## src/hdl/skht_pkg.sv

```systemverilog
// ----------------------------------------------------------------------------
// skht_pkg: shared types and constants of the string key hash table
// Slot row layout, result item, status codes, FSM states and sizes.
// ----------------------------------------------------------------------------
package skht_pkg;

	localparam int SLOTS         = 256;
	localparam int MAX_KEY_BYTES = 16;
	localparam int SLOT_W        = $clog2(SLOTS);
	localparam int KIDX_W        = $clog2(MAX_KEY_BYTES);
	localparam int LEN_W         = $clog2(MAX_KEY_BYTES + 2);
	localparam int TSIZE_W       = 9;
	localparam int VIS_W         = SLOT_W + 1;
	localparam int HASH_W        = 64;
	localparam int DIGIT_W       = 4;
	localparam int DIV_STEPS     = HASH_W / DIGIT_W;
	localparam int DCNT_W        = $clog2(DIV_STEPS);

	localparam logic [HASH_W-1:0]  HASH_SEED  = 64'd5381;
	localparam logic [TSIZE_W-1:0] TSIZE_RST  = TSIZE_W'(SLOTS);
	localparam logic [31:0]        MOVES_MAX  = 32'hFFFF_FFFF;
	localparam logic [7:0]         PROBES_MAX = 8'hFF;

	typedef enum logic [1:0] {
		ST_FOUND    = 2'd0,
		ST_INSERTED = 2'd1,
		ST_FULL     = 2'd2,
		ST_TOO_LONG = 2'd3
	} status_t;

	typedef enum logic [2:0] {
		S_IDLE,
		S_CHECK,
		S_DIV,
		S_RD,
		S_CMP
	} state_t;

	typedef struct packed {
		logic [7:0] key_byte;
		logic       last;
	} key_item_t;

	typedef struct packed {
		status_t     status;
		logic [7:0]  slot;
		logic [7:0]  probe_count;
		logic [7:0]  longest_probe;
		logic [31:0] total_moves;
		logic [63:0] key_hash;
	} result_item_t;

	typedef logic [MAX_KEY_BYTES-1:0][7:0] key_bytes_t;

	typedef struct packed {
		logic [LEN_W-1:0] len;
		key_bytes_t       bytes;
	} slot_row_t;

	typedef struct packed {
		logic              rd_en;
		logic              wr_en;
		logic [SLOT_W-1:0] addr;
	} tbl_req_t;

endpackage

```

## src/hdl/skht_hash.sv

```systemverilog
// ----------------------------------------------------------------------------
// skht_hash: key gatherer
// Folds each key byte into the djb2 hash and keeps the key bytes and length.
// ----------------------------------------------------------------------------
module skht_hash (
	input  logic                     clk,
	input  logic                     arst_n,
	input  logic                     take,
	input  logic [7:0]               key_byte,
	input  logic                     clear,
	output logic [skht_pkg::HASH_W-1:0] hash,
	output logic [skht_pkg::LEN_W-1:0]  len,
	output skht_pkg::key_bytes_t     key_bytes
);
	import skht_pkg::*;

	logic [HASH_W-1:0] hash_q;
	logic [LEN_W-1:0]  len_q;
	key_bytes_t        buf_q;

	// advance the hash and the length, restart on clear
	always_ff @(posedge clk or negedge arst_n) begin
		if (!arst_n) begin
			hash_q <= HASH_SEED;
			len_q  <= '0;
		end else if (clear) begin
			hash_q <= HASH_SEED;
			len_q  <= '0;
		end else if (take) begin
			hash_q <= (hash_q << 5) + hash_q + HASH_W'(key_byte);
			if (len_q <= LEN_W'(MAX_KEY_BYTES))
				len_q <= len_q + LEN_W'(1);
		end
	end

	// store the byte while the key still fits
	always_ff @(posedge clk) begin
		if (take && !clear && len_q < LEN_W'(MAX_KEY_BYTES))
			buf_q[len_q[KIDX_W-1:0]] <= key_byte;
	end

	assign hash      = hash_q;
	assign len       = len_q;
	assign key_bytes = buf_q;

endmodule

```

## config.mk

```make
export PLATFORM = sky130hd
export DESIGN_NAME = skht_hash
export DESIGN_NICKNAME = d
export VERILOG_FILES = /design/src/hdl/skht_pkg.sv /design/src/hdl/skht_hash.sv
export SDC_FILE = /design/constraint.sdc
export NUM_CORES = 1
export LEC_CHECK = 0
export ABC_AREA = 1
export ABC_CLOCK_PERIOD_IN_PS = 2200
export BUFFER_PORTS_ARGS = -buffer_cell sky130_fd_sc_hd__clkbuf_2
export CAP_MARGIN = 25
export CORE_MARGIN = 1
export CORE_UTILIZATION = 40
export DETAILED_ROUTE_END_ITERATION = 10
export PLACE_DENSITY = 0.58
export SYNTH_ARGS = -nofsm -noshare
export SYNTH_HDL_FRONTEND = slang
export SYNTH_SLANG_ARGS = --single-unit
```

## constraint.sdc

```tcl
create_clock -name clk -period 2.2 [get_ports clk]
set_clock_uncertainty 0.05 [all_clocks]
set_input_delay 0.33 -clock clk [delete_from_list [all_inputs] [get_ports clk]]
set_output_delay 0.33 -clock clk [all_outputs]
set_load 0.005 [all_outputs]
```

[Yosys cells after proc, flatten, opt, wreduce, memory -nomap -nowiden]
Index checks and enable logic that the tools add are counted.
Storage, ports and cells
  logic and storage cells: 40
  bits in registers: 197
  input bits: 12
  output and inout bits: 197
Operators by class
  order comparisons: 4
  multiplexer cells: 8
  reductions and logical operators: 7
  $add $sub $neg: 3
Operator list (number)
  $bwmux W128: 1
  $mux W64: 2
  $add A64 B64 Y64: 1
  $add A64 B8 Y64: 1
  $demux W8 S4: 1
  $mux W5: 3
  $mux W8: 1
  $add A5 B1 Y5 const B: 1
  $le A5 B5 Y1 const B: 1
  $lt A4 B5 Y1 const B: 1
  $lt A5 B5 Y1 const B: 1
  $ge A4 B1 Y1 const B: 1
  $reduce_bool A2 Y1: 2
  $logic_and A1 B1 Y1: 3
  $reduce_and A2 Y1: 1
  $logic_not A1 Y1: 1

[Depth between registers and ports, before layout]
  word-level depth: 5
  depth in mapped cells: 18
  mapped depth without buffers: 18

[Worst setup path before layout]
No wires, ideal clock.
  kind: register to register
  from: reg hash_q[0], in the netlist hash[0]
  to: reg hash_q[60], in the netlist hash[60]
  data required time: 2.033 ns
  setup time: 0.117 ns
  data arrival time: 2.297 ns
  buffers on the path: 0
  slack: -0.264 ns
  stages on the path, launching flop included: 17
  period minus slack after synthesis: 2.464 ns
  cell sequence: dfstp_2 -> inv_1 -> fa_1 -> inv_1 -> ha_1 -> nand2_1 -> nand2_1 -> a21oi_1 -> nand2_2 -> nand2_1 -> nand2_2 -> nand2_1 -> nand2_2 -> nand2_1 -> nand3_1 -> nand3_1 -> nand2_1
Between the ends
  word-level cells in the longest chain between the ends: 4
Ends and longest elaborated chain
  start: declaration: RTL line skht_hash.sv:17  | logic [HASH_W-1:0] hash_q;
  start signal: assignment: RTL line skht_hash.sv:30  | hash_q <= (hash_q << 5) + hash_q + HASH_W'(key_byte);
  $add A64 B64 Y64: RTL line skht_hash.sv:30
  $add A64 B8 Y64: RTL line skht_hash.sv:30
  $mux W64: RTL line skht_hash.sv:29  | end else if (take) begin
  $mux W64: RTL line skht_hash.sv:26  | end else if (clear) begin
Every way passes these cells. The select of a mux whose other input is x is not followed.
A chain may end at the register's enable or synchronous reset.

[Worst setup path after layout]
  from: reg hash_q[0], in the netlist hash[0]
  to: reg hash_q[10], in the netlist hash[10]
The elaborated chain is that of the path after synthesis.

==> run metrics <==
# DRC 0; unrepaired setup endpoints after global routing true; CTS H-tree lvls 4; peak fanout along the critical path 5; Synth area leaders edfxtp_1 (29%), nand2_1 (19%), dfrtp_1 (12%), ha_1 (12%), inv_1 (9.1%); TritonCTS buffer count 17; diode count 0; Gate Count Post-Synth 1743; Cell Pwr Density 821.8 nW/um^2; first-pass GRT wire length 65770 um; hold slack 0.1806 ns; IO buf count 208; routed vias 12531; top cell type's share of synthesized area 29.23%; Syn Nets 1885; max_slew headroom 56.86%; most common cell after layout, fill and taps aside nand2_1; largest net degree at the start of global routing 42; Core Rows 66; worst setup path class reg2reg; sequential fraction of the synthesis area 42.42%; Root Buffer clkbuf_16; Clock transition at path regs 0.08 ns; layout cells sized above 1 35.93%; clock latency on the worst-skew pair 0.46 ns; WL final 42970 um; Seq cells post-synth 197; Netlist Area Pre-Place 13150 um^2; Pleak 10.18 nW; initial antenna violation count 0; initial core utilization 40.51%; arrival time at the worst endpoint 3.00 ns; period utilization 120.9%; FILL cells 2992; Detail Placement HPWL 34270 um; Least-Margin Pin Slew 0.6471 ns; die area 33600 um^2; Longest Clk Path Bufs 2; Setup Viol. Count Final 59; number of global-route vias before repair 12007; Crit. End Element flip-flop; DR iter-0 viols 729; max cap viols 0; total gr overflow 0; router iterations before antenna repair 5; most frequent cells in the layout nand2_1 (577), inv_1 (312), buf_4 (219); crit path time final 2.660 ns; routed length per placed instance 16.14 um; P&R area growth vs syn 42.64%; Tot GR Track Use 25.87%; Req. time, crit path 2.54 ns; Final WS setup -0.4603 ns; Yosys cell types 33; failing checks negative setup slack; Slew Viols, Final 0; Fmax 375.9 MHz; ANT nets after route 0; CORE AREA 32450 um^2; via/cell ratio 4.706; CTS tree built; Yosys top cell by area edfxtp_1; synth warn 0; Final GP Congestion 0.9678; clk sinks 197; Die W 183.3 um; maximum VDD drop 0.5618 mV; worst hold path type in2reg; Setup TNS -20.24 ns; Die H 183.3 um; Nets 2350; outcome finished, violations left; Hold Vio Cnt, Final 0; Avg Inst Size Synth 7.543 um^2; I/O pins 209; Startpoint Class flip-flop
[report_power, final]
| part | leakage (nW) | switching [W] | internal [W] |
|---|---|---|---|
| Sequential | 2.08 | 0.000311 | 0.00422 |
| Combinational | 7.79 | 0.00407 | 0.00350 |
| Clock | 0.303 | 0.00173 | 0.00158 |
| Total | 10.2 | 0.00611 | 0.00930 |
[repair_timing]
action / CTS / global route
hold buffers: 1 / 0
endpoints found under the setup margin: 58 / 59
resized for setup: 146 / 170
endpoints found under the hold margin: 32 / 0
pin swaps: 36 / 67
setup buffers: 11 / 20
[registers in the layout, indices dropped and copies added, names as in the netlist]
name and count:
len 5, key_bytes 128, hash 64
[cells in the mapped netlist, drive strengths merged]
master / number
xnor2: 4
o22ai: 4
dfstp: 5
ha: 126
o31ai: 4
clkbuf: 9
nor2: 147
nand4: 11
buf: 4
a21boi: 1
o21ai: 38
nor3: 13
nand2: 703
fa: 4
inv: 329
dfrtp: 64
a21oi: 64
a22o: 1
nor4: 2
nand3: 72
xor2: 5
clkinv: 1
o21bai: 3
edfxtp: 128
o21a: 1
[area by class of cell]
type / instances / area [um^2] / share of cell area, %
multi-input combinational: 1203 / 7684 / 40.97
sequential: 197 / 5580 / 29.76
timing repair buffer: 459 / 3077 / 16.41
inverter: 330 / 1241 / 6.618
tap: 442 / 553.0 / 2.949
clock buffer: 17 / 425.4 / 2.268
clock inverter: 15 / 193.9 / 1.034
[worst paths after layout]
path / from / slack [ns] / to / depth (start not counted)
max: hash[0]$_DFFE_PN1P_ / -0.46 / hash[10]$_DFFE_PN1P_ / 16
min: key_byte[3] / 0.18 / key_bytes[3]$_DFFE_PP_ / 1
max reg2reg: hash[0]$_DFFE_PN1P_ / -0.46 / hash[10]$_DFFE_PN1P_ / 16
min reg2reg: hash[63]$_DFFE_PN0P_ / 0.49 / hash[63]$_DFFE_PN0P_ / 2
max in group asynchronous: arst_n / 1.12 / hash[0]$_DFFE_PN1P_ / 3
min in group asynchronous: arst_n / 0.32 / hash[28]$_DFFE_PN0P_ / 2
[through the flow]
stage | worst slack [ns] | instance area, um^2 | instances | utilization (%) | total power, W
4_1_cts | -0.3880 | 17820 | 2651 | 54.92 | 0.01422
2_1_floorplan | -0.1779 | 13250 | 1743 | - | 0.007460
6_report | -0.4603 | 18750 | 2663 | 57.79 | 0.01541
5_1_grt | -0.5568 | 18750 | 2663 | 57.79 | 0.01629
3_3_place_gp | -0.4617 | 16580 | 2612 | 51.08 | 0.01011
3_5_place_dp | -0.4878 | 16580 | 2612 | 51.08 | 0.01014
[worst max-delay path: stages (launching register included)]
cell     delay [ns]
dfstp_2        0.56
inv_2          0.05
fa_1           0.50
inv_2          0.05
ha_4           0.25
nand2_2        0.08
nand2_4        0.06
inv_2          0.07
nand2_1        0.07
nand2_2        0.08
nand3_4        0.12
buf_6          0.14
buf_6          0.10
buf_4          0.12
xor2_1         0.13
o22ai_1        0.10
inv_1          0.06
[logic make-up after synthesis]
logic type,Yosys count,synth area share (%)
DFF,197,42.42
buffers and inverters,343,9.831
xor gates and xnor gates,9,0.5995
AOI/OAI and AO/OA,116,4.654
adders and majority gates,130,12.60
and+or+nand+nor,948,29.90
[per-layer routing]
metal	GRT usage (%)	share of wire [%]	up-vias
li1	-	-	6372
met1	33.62	45	5772
met2	44.41	48	335
met3	3.296	4.7	52
met4	8.567	2.3	0
met5	0	0	-
Power figures use the tool's default switching activity.
