[src/hdl/skht_pkg.sv]
// ----------------------------------------------------------------------------
// skht_pkg: shared types and constants of the string key hash table
// Slot row layout, result item, status codes, FSM states and sizes.
// ----------------------------------------------------------------------------
package skht_pkg;

	localparam int SLOTS         = 256;
	localparam int MAX_KEY_BYTES = 16;
	localparam int SLOT_W        = $clog2(SLOTS);
	localparam int KIDX_W        = $clog2(MAX_KEY_BYTES);
	localparam int LEN_W         = $clog2(MAX_KEY_BYTES + 2);
	localparam int TSIZE_W       = 9;
	localparam int VIS_W         = SLOT_W + 1;
	localparam int HASH_W        = 64;
	localparam int DIGIT_W       = 4;
	localparam int DIV_STEPS     = HASH_W / DIGIT_W;
	localparam int DCNT_W        = $clog2(DIV_STEPS);

	localparam logic [HASH_W-1:0]  HASH_SEED  = 64'd5381;
	localparam logic [TSIZE_W-1:0] TSIZE_RST  = TSIZE_W'(SLOTS);
	localparam logic [31:0]        MOVES_MAX  = 32'hFFFF_FFFF;
	localparam logic [7:0]         PROBES_MAX = 8'hFF;

	typedef enum logic [1:0] {
		ST_FOUND    = 2'd0,
		ST_INSERTED = 2'd1,
		ST_FULL     = 2'd2,
		ST_TOO_LONG = 2'd3
	} status_t;

	typedef enum logic [2:0] {
		S_IDLE,
		S_CHECK,
		S_DIV,
		S_RD,
		S_CMP
	} state_t;

	typedef struct packed {
		logic [7:0] key_byte;
		logic       last;
	} key_item_t;

	typedef struct packed {
		status_t     status;
		logic [7:0]  slot;
		logic [7:0]  probe_count;
		logic [7:0]  longest_probe;
		logic [31:0] total_moves;
		logic [63:0] key_hash;
	} result_item_t;

	typedef logic [MAX_KEY_BYTES-1:0][7:0] key_bytes_t;

	typedef struct packed {
		logic [LEN_W-1:0] len;
		key_bytes_t       bytes;
	} slot_row_t;

	typedef struct packed {
		logic              rd_en;
		logic              wr_en;
		logic [SLOT_W-1:0] addr;
	} tbl_req_t;

endpackage

[src/hdl/skht_mod.sv]
// ----------------------------------------------------------------------------
// skht_mod: hash remainder unit
// Reduces the 64-bit hash modulo the table size, four bits a cycle.
// ----------------------------------------------------------------------------
module skht_mod (
	input  logic                         clk,
	input  logic                         arst_n,
	input  logic                         go,
	input  logic [skht_pkg::HASH_W-1:0]  dividend,
	input  logic [skht_pkg::TSIZE_W-1:0] divisor,
	output logic                         done,
	output logic [skht_pkg::SLOT_W-1:0]  rem
);
	import skht_pkg::*;

	logic                run_q;
	logic                done_q;
	logic [DCNT_W-1:0]   cnt_q;
	logic [HASH_W-1:0]   sh_q;
	logic [TSIZE_W-1:0]  rem_q;
	logic [TSIZE_W-1:0]  rem_nx;
	logic [TSIZE_W:0]    t;

	// one digit: shift in four bits, subtract at most once each
	always_comb begin
		t      = '0;
		rem_nx = rem_q;
		for (int i = 0; i < DIGIT_W; i++) begin
			t = {rem_nx, sh_q[HASH_W-1-i]};
			if (t >= {1'b0, divisor})
				t = t - {1'b0, divisor};
			rem_nx = t[TSIZE_W-1:0];
		end
	end

	always_ff @(posedge clk or negedge arst_n) begin
		if (!arst_n) begin
			run_q  <= 1'b0;
			done_q <= 1'b0;
			cnt_q  <= '0;
		end else begin
			done_q <= 1'b0;
			if (go) begin
				run_q <= 1'b1;
				cnt_q <= DCNT_W'(DIV_STEPS - 1);
			end else if (run_q) begin
				cnt_q <= cnt_q - DCNT_W'(1);
				if (cnt_q == '0) begin
					run_q  <= 1'b0;
					done_q <= 1'b1;
				end
			end
		end
	end

	always_ff @(posedge clk) begin
		if (go) begin
			sh_q  <= dividend;
			rem_q <= '0;
		end else if (run_q) begin
			sh_q  <= sh_q << DIGIT_W;
			rem_q <= rem_nx;
		end
	end

	assign done = done_q;
	assign rem  = rem_q[SLOT_W-1:0];

endmodule

[config.mk]
export PLATFORM = sky130hd
export DESIGN_NAME = skht_mod
export DESIGN_NICKNAME = d
export VERILOG_FILES = /design/src/hdl/skht_pkg.sv /design/src/hdl/skht_mod.sv
export SDC_FILE = /design/constraint.sdc
export NUM_CORES = 1
export LEC_CHECK = 0
export BUFFER_PORTS_ARGS = -buffer_cell sky130_fd_sc_hd__buf_2
export CORE_ASPECT_RATIO = 1.5
export CORE_MARGIN = 2
export CORE_UTILIZATION = 33
export CTS_BUF_LIST = sky130_fd_sc_hd__clkbuf_2 sky130_fd_sc_hd__clkbuf_4 sky130_fd_sc_hd__clkbuf_8
export CTS_CLUSTER_SIZE = 28
export DETAILED_ROUTE_END_ITERATION = 8
export PLACE_DENSITY = 0.63
export SLEW_MARGIN = 0
export SYNTH_ARGS = -nofsm -noshare
export SYNTH_HDL_FRONTEND = slang
export SYNTH_SLANG_ARGS = --single-unit
[constraint.sdc]
create_clock -name clk -period 21.1 [get_ports clk]
set_input_delay 4.22 -clock clk [delete_from_list [all_inputs] [get_ports clk]]
set_output_delay 4.22 -clock clk [all_outputs]
set_load 0.02 [all_outputs]
Yosys cells after proc, flatten, opt, wreduce, memory -nomap -nowiden
Index checks and enable logic that the tools add are counted.
- equality and inequality tests: 0
- $lt $le $gt $ge: 4
- bitwise operators: 0
- reductions and logical operators: 2
- $mul: 0
- muxes and demuxes: 14
- add/sub/neg operators: 5
- div/mod/pow operators: 0
- shifts and indexed selects: 0
- operators with widths (operator ; number):
    $mux 64 ; 2
    $ge 10x9->1 ; 4
    $mux 9 ; 4
    $sub 9x9->9 ; 4
    $mux 4 ; 2
    $mux 1 ; 6
    $logic_not 4->1 ; 1
    $sub 4x1->4 const B ; 1
    $reduce_bool 2->1 ; 1
- output and inout port bits: 9
- memory bits (read-only): 0
- input port bits: 76
- flip-flop bits (word level): 79
- memories: 0
- memory bits (writable): 0
- logic and storage cells: 30
- latch bits: 0

Longest topological paths before layout
Gate-level depths: netlist of run 1.
- word-level depth: 8
- depth in mapped cells: 38

Least setup slack after synthesis of run 1
No wires, ideal clock.
- path type: input -> register
- start: input port divisor[1] (netlist bit)
- end: register rem_q[0]
- cell stages on the path: 34
- library setup time: 0.079 ns
- arrival time: 12.164 ns
- path buffers: 4
- setup slack: 8.857 ns
- required time: 21.021 ns
- path through: inv_1 > fa_1 > a211oi_2 > o21ai_1 > a311oi_1 > buf_2 > mux2_2 > ha_1 > nor2_1 > a21oi_1 > o211a_1 > a2111oi_4 > clkbuf_1 > mux2_2 > ha_1 > a211oi_1 > nor3b_1 > o31ai_1 > nand2_1 > nor3_1 > o21bai_1 > clkbuf_1 > mux2_1 > ha_1 > a21oi_1 > nor2_1 > a211oi_1 > o21ai_1 > o21ai_0 > nand2b_1 > a221o_1 > buf_6 > mux2_4 > a211oi_2
- cells in the longest elaborated chain, start to end: 8
- elaborated cells between the ends (all ways): 11
- classes of those cells: add/sub: 3; order compare: 4; mux: 4
- RTL lines (element ; line ; source):
    from (decl) ; skht_mod.sv:10 ; input logic [skht_pkg::TSIZE_W-1:0] divisor,
    $sub 9x9->9 or $ge 10x9->1 (tied branches) ; skht_mod.sv:31, skht_mod.sv:30 ;
    $mux 9 ; skht_mod.sv:30 ; if (t >= {1'b0, divisor})
    $sub 9x9->9 or $ge 10x9->1 (tied branches) ; skht_mod.sv:31, skht_mod.sv:30 ;
    $mux 9 ; skht_mod.sv:30 ;
    $sub 9x9->9 or $ge 10x9->1 (tied branches) ; skht_mod.sv:31, skht_mod.sv:30 ;
    $mux 9 ; skht_mod.sv:30 ;
    $ge 10x9->1 * ; skht_mod.sv:30 ;
    $mux 9 * ; skht_mod.sv:30 ;
    to (signal assigned) ; skht_mod.sv:62 ; rem_q <= rem_nx;
    to (decl) ; skht_mod.sv:20 ; logic [TSIZE_W-1:0] rem_q;
Mark *: on every way between the ends. The rest lies on a longest branch, timed or not.
A chain may end at the register's enable or synchronous reset.

Worst setup path in the final report of run 1
- start: input port divisor[5] (netlist bit)
- end: register rem_q[0]
Same word-level chain as after synthesis.

==> impl_metrics.json, run 1 <==
{
  "status": "finished, final reports clean",
  "coreArea_mm2": 0.0156,
  "reg2reg_slack_ns": 11.65,
  "whs_endpoint": "rem_q[8]",
  "fmax_mhz": 76.6,
  "cts_tree": "built",
  "dieHeight_um": 158,
  "layout_commonest_cell": "buf_2",
  "drc": 0,
  "tns_ns": 0,
  "die_area_mm2": 0.0168,
  "synth_seq_cells": 79,
  "area_growth_pct": 15.3,
  "slew_violations": 0,
  "syn_nets": 572,
  "grt_first_pass_wirelength_um": 20100,
  "syn_inst": 455,
  "endpoint_kind": "flip-flop",
  "cp.required_ns": 21.39,
  "insertion_delay_ns": 0.36,
  "min_from": "rem_q[8]",
  "crit_type": "primary input to flip-flop",
  "finalCritPeriodShare_pct": 61.9,
  "hold_viol": 0,
  "start_util_pct": 33.4,
  "post_drt_wl_per_cell_um": 17.1,
  "dp_hpwl_um": 9810,
  "antenna_found_initial": 0,
  "hold_depth": 2,
  "yosys.area.top_type_share_pct": 37.0,
  "num_vias": 3819,
  "wl_um": 12600,
  "synthSimpleGateAreaFrac_pct": 8.88,
  "post_cts_buffers": 0,
  "slew_headroom_pct": 39.7,
  "cts_max_level": 3,
  "critPathLaunchType": "primary input",
  "synth-adder-area-share_pct": 10.4,
  "critPathMaxFanout": 13,
  "ys_async_sr_fraction_pct": 7.59,
  "syn_avg_cell_area_um2": 11.4,
  "final_cell_mix": "buf_2 (84), mux2_2 (66), edfxtp_1 (64)",
  "critPathMaxStageDelay_ns": 0.71,
  "holdBufCountCts": 0,
  "synth-edff-count": 64,
  "yosys_warnings": 0,
  "synth_top_family_by_area": "multiplexers",
  "min_path_type": "flip-flop to flip-flop",
  "arrival_ns": 13.35,
  "dp.cells": 723,
  "max_cap_viol_count": 0,
  "drt_pass1_iterations": 4,
  "ant_nets": 0,
  "synth_flop_cell": "edfxtp_1",
  "ys_top_cells_by_area": "edfxtp_1 (37%), mux2_2 (14%), ha_1 (8.9%), dfxtp_1 (3.5%), dfrtp_1 (2.9%)",
  "rsz0062_at_grt": "no",
  "portBuffers": 84,
  "syn_area_mm2": 0.00520,
  "placed_cell_area_mm2": 0.00577,
  "clk_pin_slew_worst_paths_ns": 0.10,
  "cpMostUsedCell": "ha_1",
  "finalWeightedCongestion": 0.954,
  "ys_seq_area_share_pct": 43.3,
  "clock-sinks": 79,
  "die-width_um": 106,
  "placementRows": 56,
  "cts_buffers": 9,
  "worst_pin_slew_ns": 0.903,
  "grt.total_usage_pct": 15.5,
  "fin_cells": 739,
  "post-route-util_pct": 38.5,
  "drt_iter0_drc": 155,
  "fin_area_mm2": 0.00599,
  "reg2reg_to": "rem_q[0]",
  "rr_worst_depth": 34,
  "clk_path_buf_depth": 2,
  "antenna_cells": 0,
  "synth-xor-area-share_pct": 4.21,
  "nets": 648,
  "grt_pass1_vias": 4049,
  "drt-vias-per-instance": 5.17,
  "nFillCells": 1566,
  "fin_worst_skew_ns": 0.0173,
  "ctsResizeCount": 0,
  "critPathSlowestCell": "o31ai_1",
  "drive_gt1_share_pct": 32.6,
  "grt_max_degree": 66,
  "yosysTopAreaCell": "edfxtp_1",
  "synth_compound_area_share_pct": 11.8,
  "setup_violations": 0,
  "cts_root_buf": "clkbuf_8",
  "synth_mux_area_share_pct": 17.2,
  "gr-total-overflow": 0,
  "synth_cell_type_count": 58,
  "r2r-start": "sh_q[63]",
  "period_needed_ns": 13.06,
  "ioPinCount": 85
}
[kinds of logic (layout without fill, tap and decap cells)]
kind of cell,Yosys count,after routing
AND/OR/NAND/NOR,92,92
adder cells (fa/ha/maj),41,41
XOR/XNOR,25,25
buffers and inverters,48,129
multiplexers,80,80
AO/OA/AOI/OAI,90,90
flip-flops,79,79
[cells in the mapped netlist, types with 4 or more instances]
| library cell | n |
|---|---|
| o21ai_1 | 10 |
| edfxtp_1 | 64 |
| dfrtp_1 | 6 |
| a21oi_1 | 21 |
| nand3_1 | 4 |
| a21o_1 | 9 |
| inv_1 | 26 |
| dfxtp_1 | 9 |
| nor3_1 | 8 |
| o21bai_1 | 6 |
| nand2b_1 | 9 |
| xor2_1 | 12 |
| buf_4 | 8 |
| nor2_1 | 22 |
| and2_1 | 6 |
| nand4_1 | 5 |
| xnor2_1 | 13 |
| mux2i_1 | 10 |
| fa_1 | 4 |
| a211oi_1 | 5 |
| buf_1 | 7 |
| clkbuf_1 | 5 |
| ha_1 | 37 |
| nand2_1 | 23 |
| o21ai_0 | 13 |
| mux2_2 | 66 |
| o31ai_1 | 4 |
[final cells by class]
class / instances / area, um^2 / share of cell area [%]
Clock buffer: 9 / 124 / 2.07
Clock inverter: 7 / 96.3 / 1.61
Inverter: 26 / 97.6 / 1.63
Multi-Input combinational cell: 328 / 2730 / 45.5
Sequential cell: 79 / 2250 / 37.6
Tap cell: 203 / 254 / 4.24
Timing Repair Buffer: 87 / 443 / 7.39
[worst max-delay path, delay by kind of cell]
| family | cells | cell delay [ns] |
|---|---|---|
| multiplexers | 2 | 0.78 |
| adder cells (fa/ha/maj) | 4 | 1.57 |
| AO/OA/AOI/OAI | 15 | 4.65 |
| AND/OR/NAND/NOR | 8 | 1.69 |
| buffers and inverters | 3 | 0.40 |
[sequential cells by signal (all words and copies together), names as in the netlist]
name / cells
rem_q: 9
sh_q: 64
cnt_q: 4
done: 1
run_q: 1
[per-stage QoR]
step / worst slack (ns) / hold WS, ns
6_report: 8.04 / 0.467
5_1_grt: 7.44 / 0.494
4_1_cts: 8.22 / 0.470
3_5_place_dp: 7.85 / 0.458
3_3_place_gp: 8.01 / 0.456
2_1_floorplan: 8.86 / 0.437
[worst max path at each step]
stage,end,slack (ns),cells after the start,startpoint
after floorplan,rem_q[0],8.86,34,divisor[1]
after global placement,rem_q[0],8.01,32,divisor[5]
after detailed placement,rem_q[0],7.85,32,divisor[5]
after CTS,rem_q[0],8.22,32,divisor[5]
after global routing,rem_q[2],7.44,33,divisor[1]
final,rem_q[0],8.04,32,divisor[5]
[layer usage]
metal  vias up  part of all wire [%]  GRT usage [%]
li1       1841                     -              -
met1      1812                    38           16.4
met2       129                    52           27.7
met3        37                   4.7           3.25
met4         0                   5.4           9.89
met5         -                     0              0
Power of run 1 is left out: the tool's default activity adds up to more than one toggle a clock period on the data nets, which glitch-free logic cannot reach.
==> run 2, diff against run 1 <==
==> constraint.sdc (replaced) <==
create_clock -name clk -period 13.4 [get_ports clk]
set_input_delay 2.68 -clock clk [delete_from_list [all_inputs] [get_ports clk]]
set_output_delay 2.68 -clock clk [all_outputs]
set_load 0.02 [all_outputs]
==> run 2 against run 1 <==
Against the previous run: critical path depth fell by 1; hold slack improved by 0.0049 ns; global-route usage rose by 0.32 points; first-iteration DRC count fell by 4.5%; count of clock-buffer cells in the layout did not move; worst setup slack got worse by 5.8 ns; register-to-register slack got worse by 7.4 ns; die area did not move; largest cell class unchanged; utilization barely moved; routed wire length rose by 2.3%.
==> impl_metrics.json, run 2 (synthesis results as in run 1) <==
{
  "critPathMaxStageDelay_ns": 0.75,
  "grt_max_degree": 66,
  "placementRows": 56,
  "regMostFlops": "sh_q",
  "clk_pin_slew_worst_paths_ns": 0.09,
  "max_cap_viol_count": 0,
  "fin_area_mm2": 0.00600,
  "cpMostUsedCell": "ha_1",
  "r2r-start": "sh_q[63]",
  "layout_commonest_cell": "buf_2",
  "dieHeight_um": 158,
  "hold_viol": 0,
  "post_cts_buffers": 0,
  "drt_iter0_drc": 148,
  "slew_violations": 0,
  "coreArea_mm2": 0.0156,
  "cts_root_buf": "clkbuf_8",
  "tns_ns": 0,
  "insertion_delay_ns": 0.35,
  "die_area_mm2": 0.0168,
  "startpoint": "divisor[5]",
  "critPathSlowestCell": "o21bai_1",
  "finalCritPeriodShare_pct": 83.2,
  "nFillCells": 1592,
  "worst_pin_slew_ns": 0.892,
  "antenna_found_initial": 0,
  "ant_nets": 0,
  "grt.total_usage_pct": 15.8,
  "dp_hpwl_um": 9990,
  "drive_gt1_share_pct": 32.8,
  "clock-sinks": 79,
  "ctsResizeCount": 0,
  "gr-total-overflow": 0,
  "reg.largest.list": "sh_q x64, rem_q x9, cnt_q x4",
  "wl_um": 12900,
  "antenna_cells": 0,
  "ioPinCount": 85,
  "cts_max_level": 3,
  "fin_worst_skew_ns": 0.0111,
  "portBuffers": 84,
  "finalWeightedCongestion": 0.947,
  "holdBufCountCts": 0,
  "endpoint_kind": "flip-flop",
  "critPathLaunchType": "primary input",
  "crit_type": "primary input to flip-flop",
  "rr_worst_depth": 33,
  "nets": 649,
  "critPathMaxFanout": 13,
  "grt_pass1_vias": 4015,
  "die-width_um": 106,
  "period_needed_ns": 11.15,
  "largest_reg_flops": 64,
  "arrival_ns": 11.43,
  "clk_path_buf_depth": 2,
  "final_cell_mix": "buf_2 (84), mux2_2 (66), edfxtp_1 (64)",
  "num_vias": 3760,
  "drc": 0,
  "grt_first_pass_wirelength_um": 20300,
  "regArea_mm2": 0.00225,
  "min_from": "rem_q[8]",
  "hold_depth": 2,
  "setup_violations": 0,
  "post_drt_wl_per_cell_um": 17.5,
  "cts_buffers": 9,
  "fmax_mhz": 89.7,
  "cp.required_ns": 13.68,
  "start_util_pct": 33.4,
  "rsz0062_at_grt": "no",
  "drt_pass1_iterations": 5,
  "slew_headroom_pct": 40.4,
  "drt-vias-per-instance": 5.08,
  "area_growth_pct": 15.5,
  "min_path_type": "flip-flop to flip-flop",
  "multi_input_area_mm2": 0.00273,
  "placed_cell_area_mm2": 0.00578,
  "cts_tree": "built",
  "status": "finished, final reports clean"
}
## run 2: routing by layer
| metal | track usage [%] | share of wire (%) | up-vias |
|---|---|---|---|
| li1 | - | - | 1839 |
| met2 | 28.8 | 51 | 121 |
| met1 | 16.7 | 39 | 1771 |
| met5 | 0 | 0 | - |
| met4 | 8.72 | 5.0 | 0 |
| met3 | 3.58 | 4.9 | 29 |
## run 2: through the flow
| step | instances | hold WS [ns] | setup slack, ns | util, % |
|---|---|---|---|---|
| floorplan | 455 | 0.437 | 2.70 | - |
| global placement | 724 | 0.458 | 2.11 | 37.2 |
| detailed placement | 724 | 0.460 | 2.02 | 37.2 |
| CTS | 740 | 0.475 | 2.41 | 38.6 |
| global route | 740 | 0.494 | 1.57 | 38.6 |
| finish | 740 | 0.472 | 2.25 | 38.6 |
## run 2: worst paths after layout
| check | end | slack (ns) |
|---|---|---|
| max | rem_q[0] | 2.25 |
| min | rem_q[8] | 0.47 |
| max reg2reg | rem_q[0] | 4.29 |
| min reg2reg | rem_q[8] | 0.47 |
| max in group asynchronous | cnt_q[1] | 11.11 |
| min in group asynchronous | done | 2.14 |
## run 2: worst max-delay path: cells and delay by family
kind | cells | cell delay [ns]
muxes | 2 | 0.81
AOI/OAI and AO/OA | 14 | 4.60
and+or+nand+nor | 8 | 1.22
buffers and inverters | 3 | 0.43
adders and majority gates | 4 | 1.68
## run 2: area by class of cell
cell class	count	area share [%]
Clock inverter	7	1.61
Clock buffer	9	2.06
Inverter	26	1.63
Multi-Input combinational cell	328	45.4
Sequential cell	79	37.5
Tap cell	203	4.23
Timing Repair Buffer	88	7.50
Power of run 2 is left out for the same reason.
==> run 3, diff against run 2 <==
--- a/config.mk
+++ b/config.mk
@@ -12,7 +12,7 @@
 export CTS_BUF_LIST = sky130_fd_sc_hd__clkbuf_2 sky130_fd_sc_hd__clkbuf_4 sky130_fd_sc_hd__clkbuf_8
 export CTS_CLUSTER_SIZE = 28
 export DETAILED_ROUTE_END_ITERATION = 8
-export PLACE_DENSITY = 0.63
+export PLACE_DENSITY = 0.65
 export SLEW_MARGIN = 0
 export SYNTH_ARGS = -nofsm -noshare
 export SYNTH_HDL_FRONTEND = slang
==> constraint.sdc (replaced) <==
create_clock -name clk -period 10.05 [get_ports clk]
set_input_delay 2.01 -clock clk [delete_from_list [all_inputs] [get_ports clk]]
set_output_delay 2.01 -clock clk [all_outputs]
set_load 0.02 [all_outputs]
==> run 3 against run 2 <==
Against the previous run: global-route usage is 0.64 points lower; sequential share of layout area fell by 0.93 points; cell area grew 2.5%; utilization increased by 0.98 points; flip-flop and latch count is the same.
==> impl_metrics.json, run 3 (synthesis results as in run 1) <==
{
  "busiest_layer": "met2",
  "arrival_ns": 9.82,
  "dieHeight_um": 158,
  "post_drt_wl_per_cell_um": 16.6,
  "antenna_found_initial": 1,
  "portBuffers": 84,
  "ioPinCount": 85,
  "grt_max_degree": 58,
  "fin_cells": 758,
  "clk_path_buf_depth": 2,
  "grt_pass1_vias": 4130,
  "drt_pass1_iterations": 4,
  "cts_root_buf": "clkbuf_8",
  "holdBufCountCts": 0,
  "endpoint_kind": "flip-flop",
  "die-width_um": 106,
  "fmax_mhz": 104,
  "start_util_pct": 33.4,
  "drt_iter0_drc": 131,
  "grtUsageMet3_pct": 3.75,
  "cp.required_ns": 10.27,
  "die_area_mm2": 0.0168,
  "clock-sinks": 79,
  "slew_headroom_pct": 46.9,
  "critPathMaxFanout": 7,
  "layout_commonest_cell": "buf_2",
  "hold_depth": 2,
  "nFillCells": 1584,
  "ant_nets": 0,
  "drt-vias-per-instance": 5.12,
  "rr_worst_depth": 36,
  "period_needed_ns": 9.60,
  "grt_first_pass_wirelength_um": 19700,
  "critPathMaxStageDelay_ns": 0.44,
  "max_cap_viol_count": 0,
  "gr-total-overflow": 0,
  "dp.cells": 732,
  "critPathSlowestCell": "fa_1",
  "placed_cell_area_mm2": 0.00584,
  "cts_tree": "built",
  "wl_um": 12600,
  "use_met1_pct": 15.6,
  "status": "finished, final reports clean",
  "fin_area_mm2": 0.00615,
  "post-route-util_pct": 39.6,
  "placementRows": 56,
  "setup_violations": 0,
  "dp_hpwl_um": 9740,
  "cpMostUsedCell": "buf_4",
  "grt.total_usage_pct": 15.2,
  "drc": 0,
  "largest_reg_flops": 64,
  "final_cell_mix": "buf_2 (84), mux2_2 (67), edfxtp_1 (64)",
  "coreArea_mm2": 0.0156,
  "finalCritPeriodShare_pct": 95.5,
  "multi_input_area_mm2": 0.00277,
  "nets": 667,
  "worst_pin_slew_ns": 0.793,
  "slew_violations": 0,
  "drive_gt1_share_pct": 36.2,
  "fin_worst_skew_ns": 0.0101,
  "regArea_mm2": 0.00225,
  "insertion_delay_ns": 0.35,
  "cts_buffers": 9,
  "clk_pin_slew_worst_paths_ns": 0.08,
  "min_path_type": "flip-flop to flip-flop",
  "hold_viol": 0,
  "antenna_cells": 0,
  "regMostFlops": "sh_q",
  "reg.largest.list": "sh_q x64, rem_q x9, cnt_q x4",
  "num_vias": 3878,
  "use_met2_pct": 26.6,
  "critPathLaunchType": "primary input",
  "finalWeightedCongestion": 0.944,
  "area_growth_pct": 18.4,
  "cts_max_level": 3,
  "crit_type": "primary input to flip-flop"
}
[run 3: worst max-delay path, delay by kind of cell]
kind | cells | cell delay, ns
buffers and inverters | 7 | 1.08
AOI/OAI and AO/OA | 14 | 3.00
and+or+nand+nor | 7 | 0.96
muxes | 3 | 1.05
adders and majority gates | 5 | 1.70
[run 3: through the flow]
step / setup TNS (ns) / setup WS, ns / hold WS (ns)
2_1_floorplan: 0 / 0.0166 / 0.437
3_3_place_gp: 0 / 0.113 / 0.453
3_5_place_dp: -0.0286 / -0.0200 / 0.457
4_1_cts: 0 / 0.360 / 0.470
5_1_grt: -0.0279 / -0.0279 / 0.518
6_report: 0 / 0.454 / 0.462
[run 3: path summary, 6_finish.rpt]
check | from | to | slack (ns)
min in group asynchronous | arst_n | cnt_q[2] | 1.46
hold / removal | rem_q[8] | rem_q[8] | 0.46
hold reg to reg | rem_q[8] | rem_q[8] | 0.46
max in group asynchronous | arst_n | cnt_q[1] | 8.44
setup / recovery | divisor[0] | rem_q[5] | 0.45
setup reg to reg | sh_q[63] | rem_q[5] | 1.73
[run 3: repair_timing]
action,CTS,global route
resized for setup,0,8
endpoints found under the setup margin,0,9
buffers inserted,0,8
[run 3: metal layers]
layer | share of wire (%) | routed length [um] | vias to the layer above
li1 | - | - | 1877
met1 | 37 | 4670 | 1842
met2 | 51 | 6390 | 122
met3 | 5.2 | 654 | 37
met4 | 6.9 | 865 | 0
met5 | 0 | 0 | -
[run 3: area by class of cell]
| type | instances | area share [%] |
|---|---|---|
| clock inverters | 7 | 1.30 |
| inverters | 26 | 1.59 |
| repair buffers | 105 | 9.45 |
| flip-flops and latches | 79 | 36.6 |
| clock buffers | 9 | 2.01 |
| well taps | 203 | 4.13 |
| multi-input cells | 329 | 44.9 |
Power of run 3 is left out for the same reason.
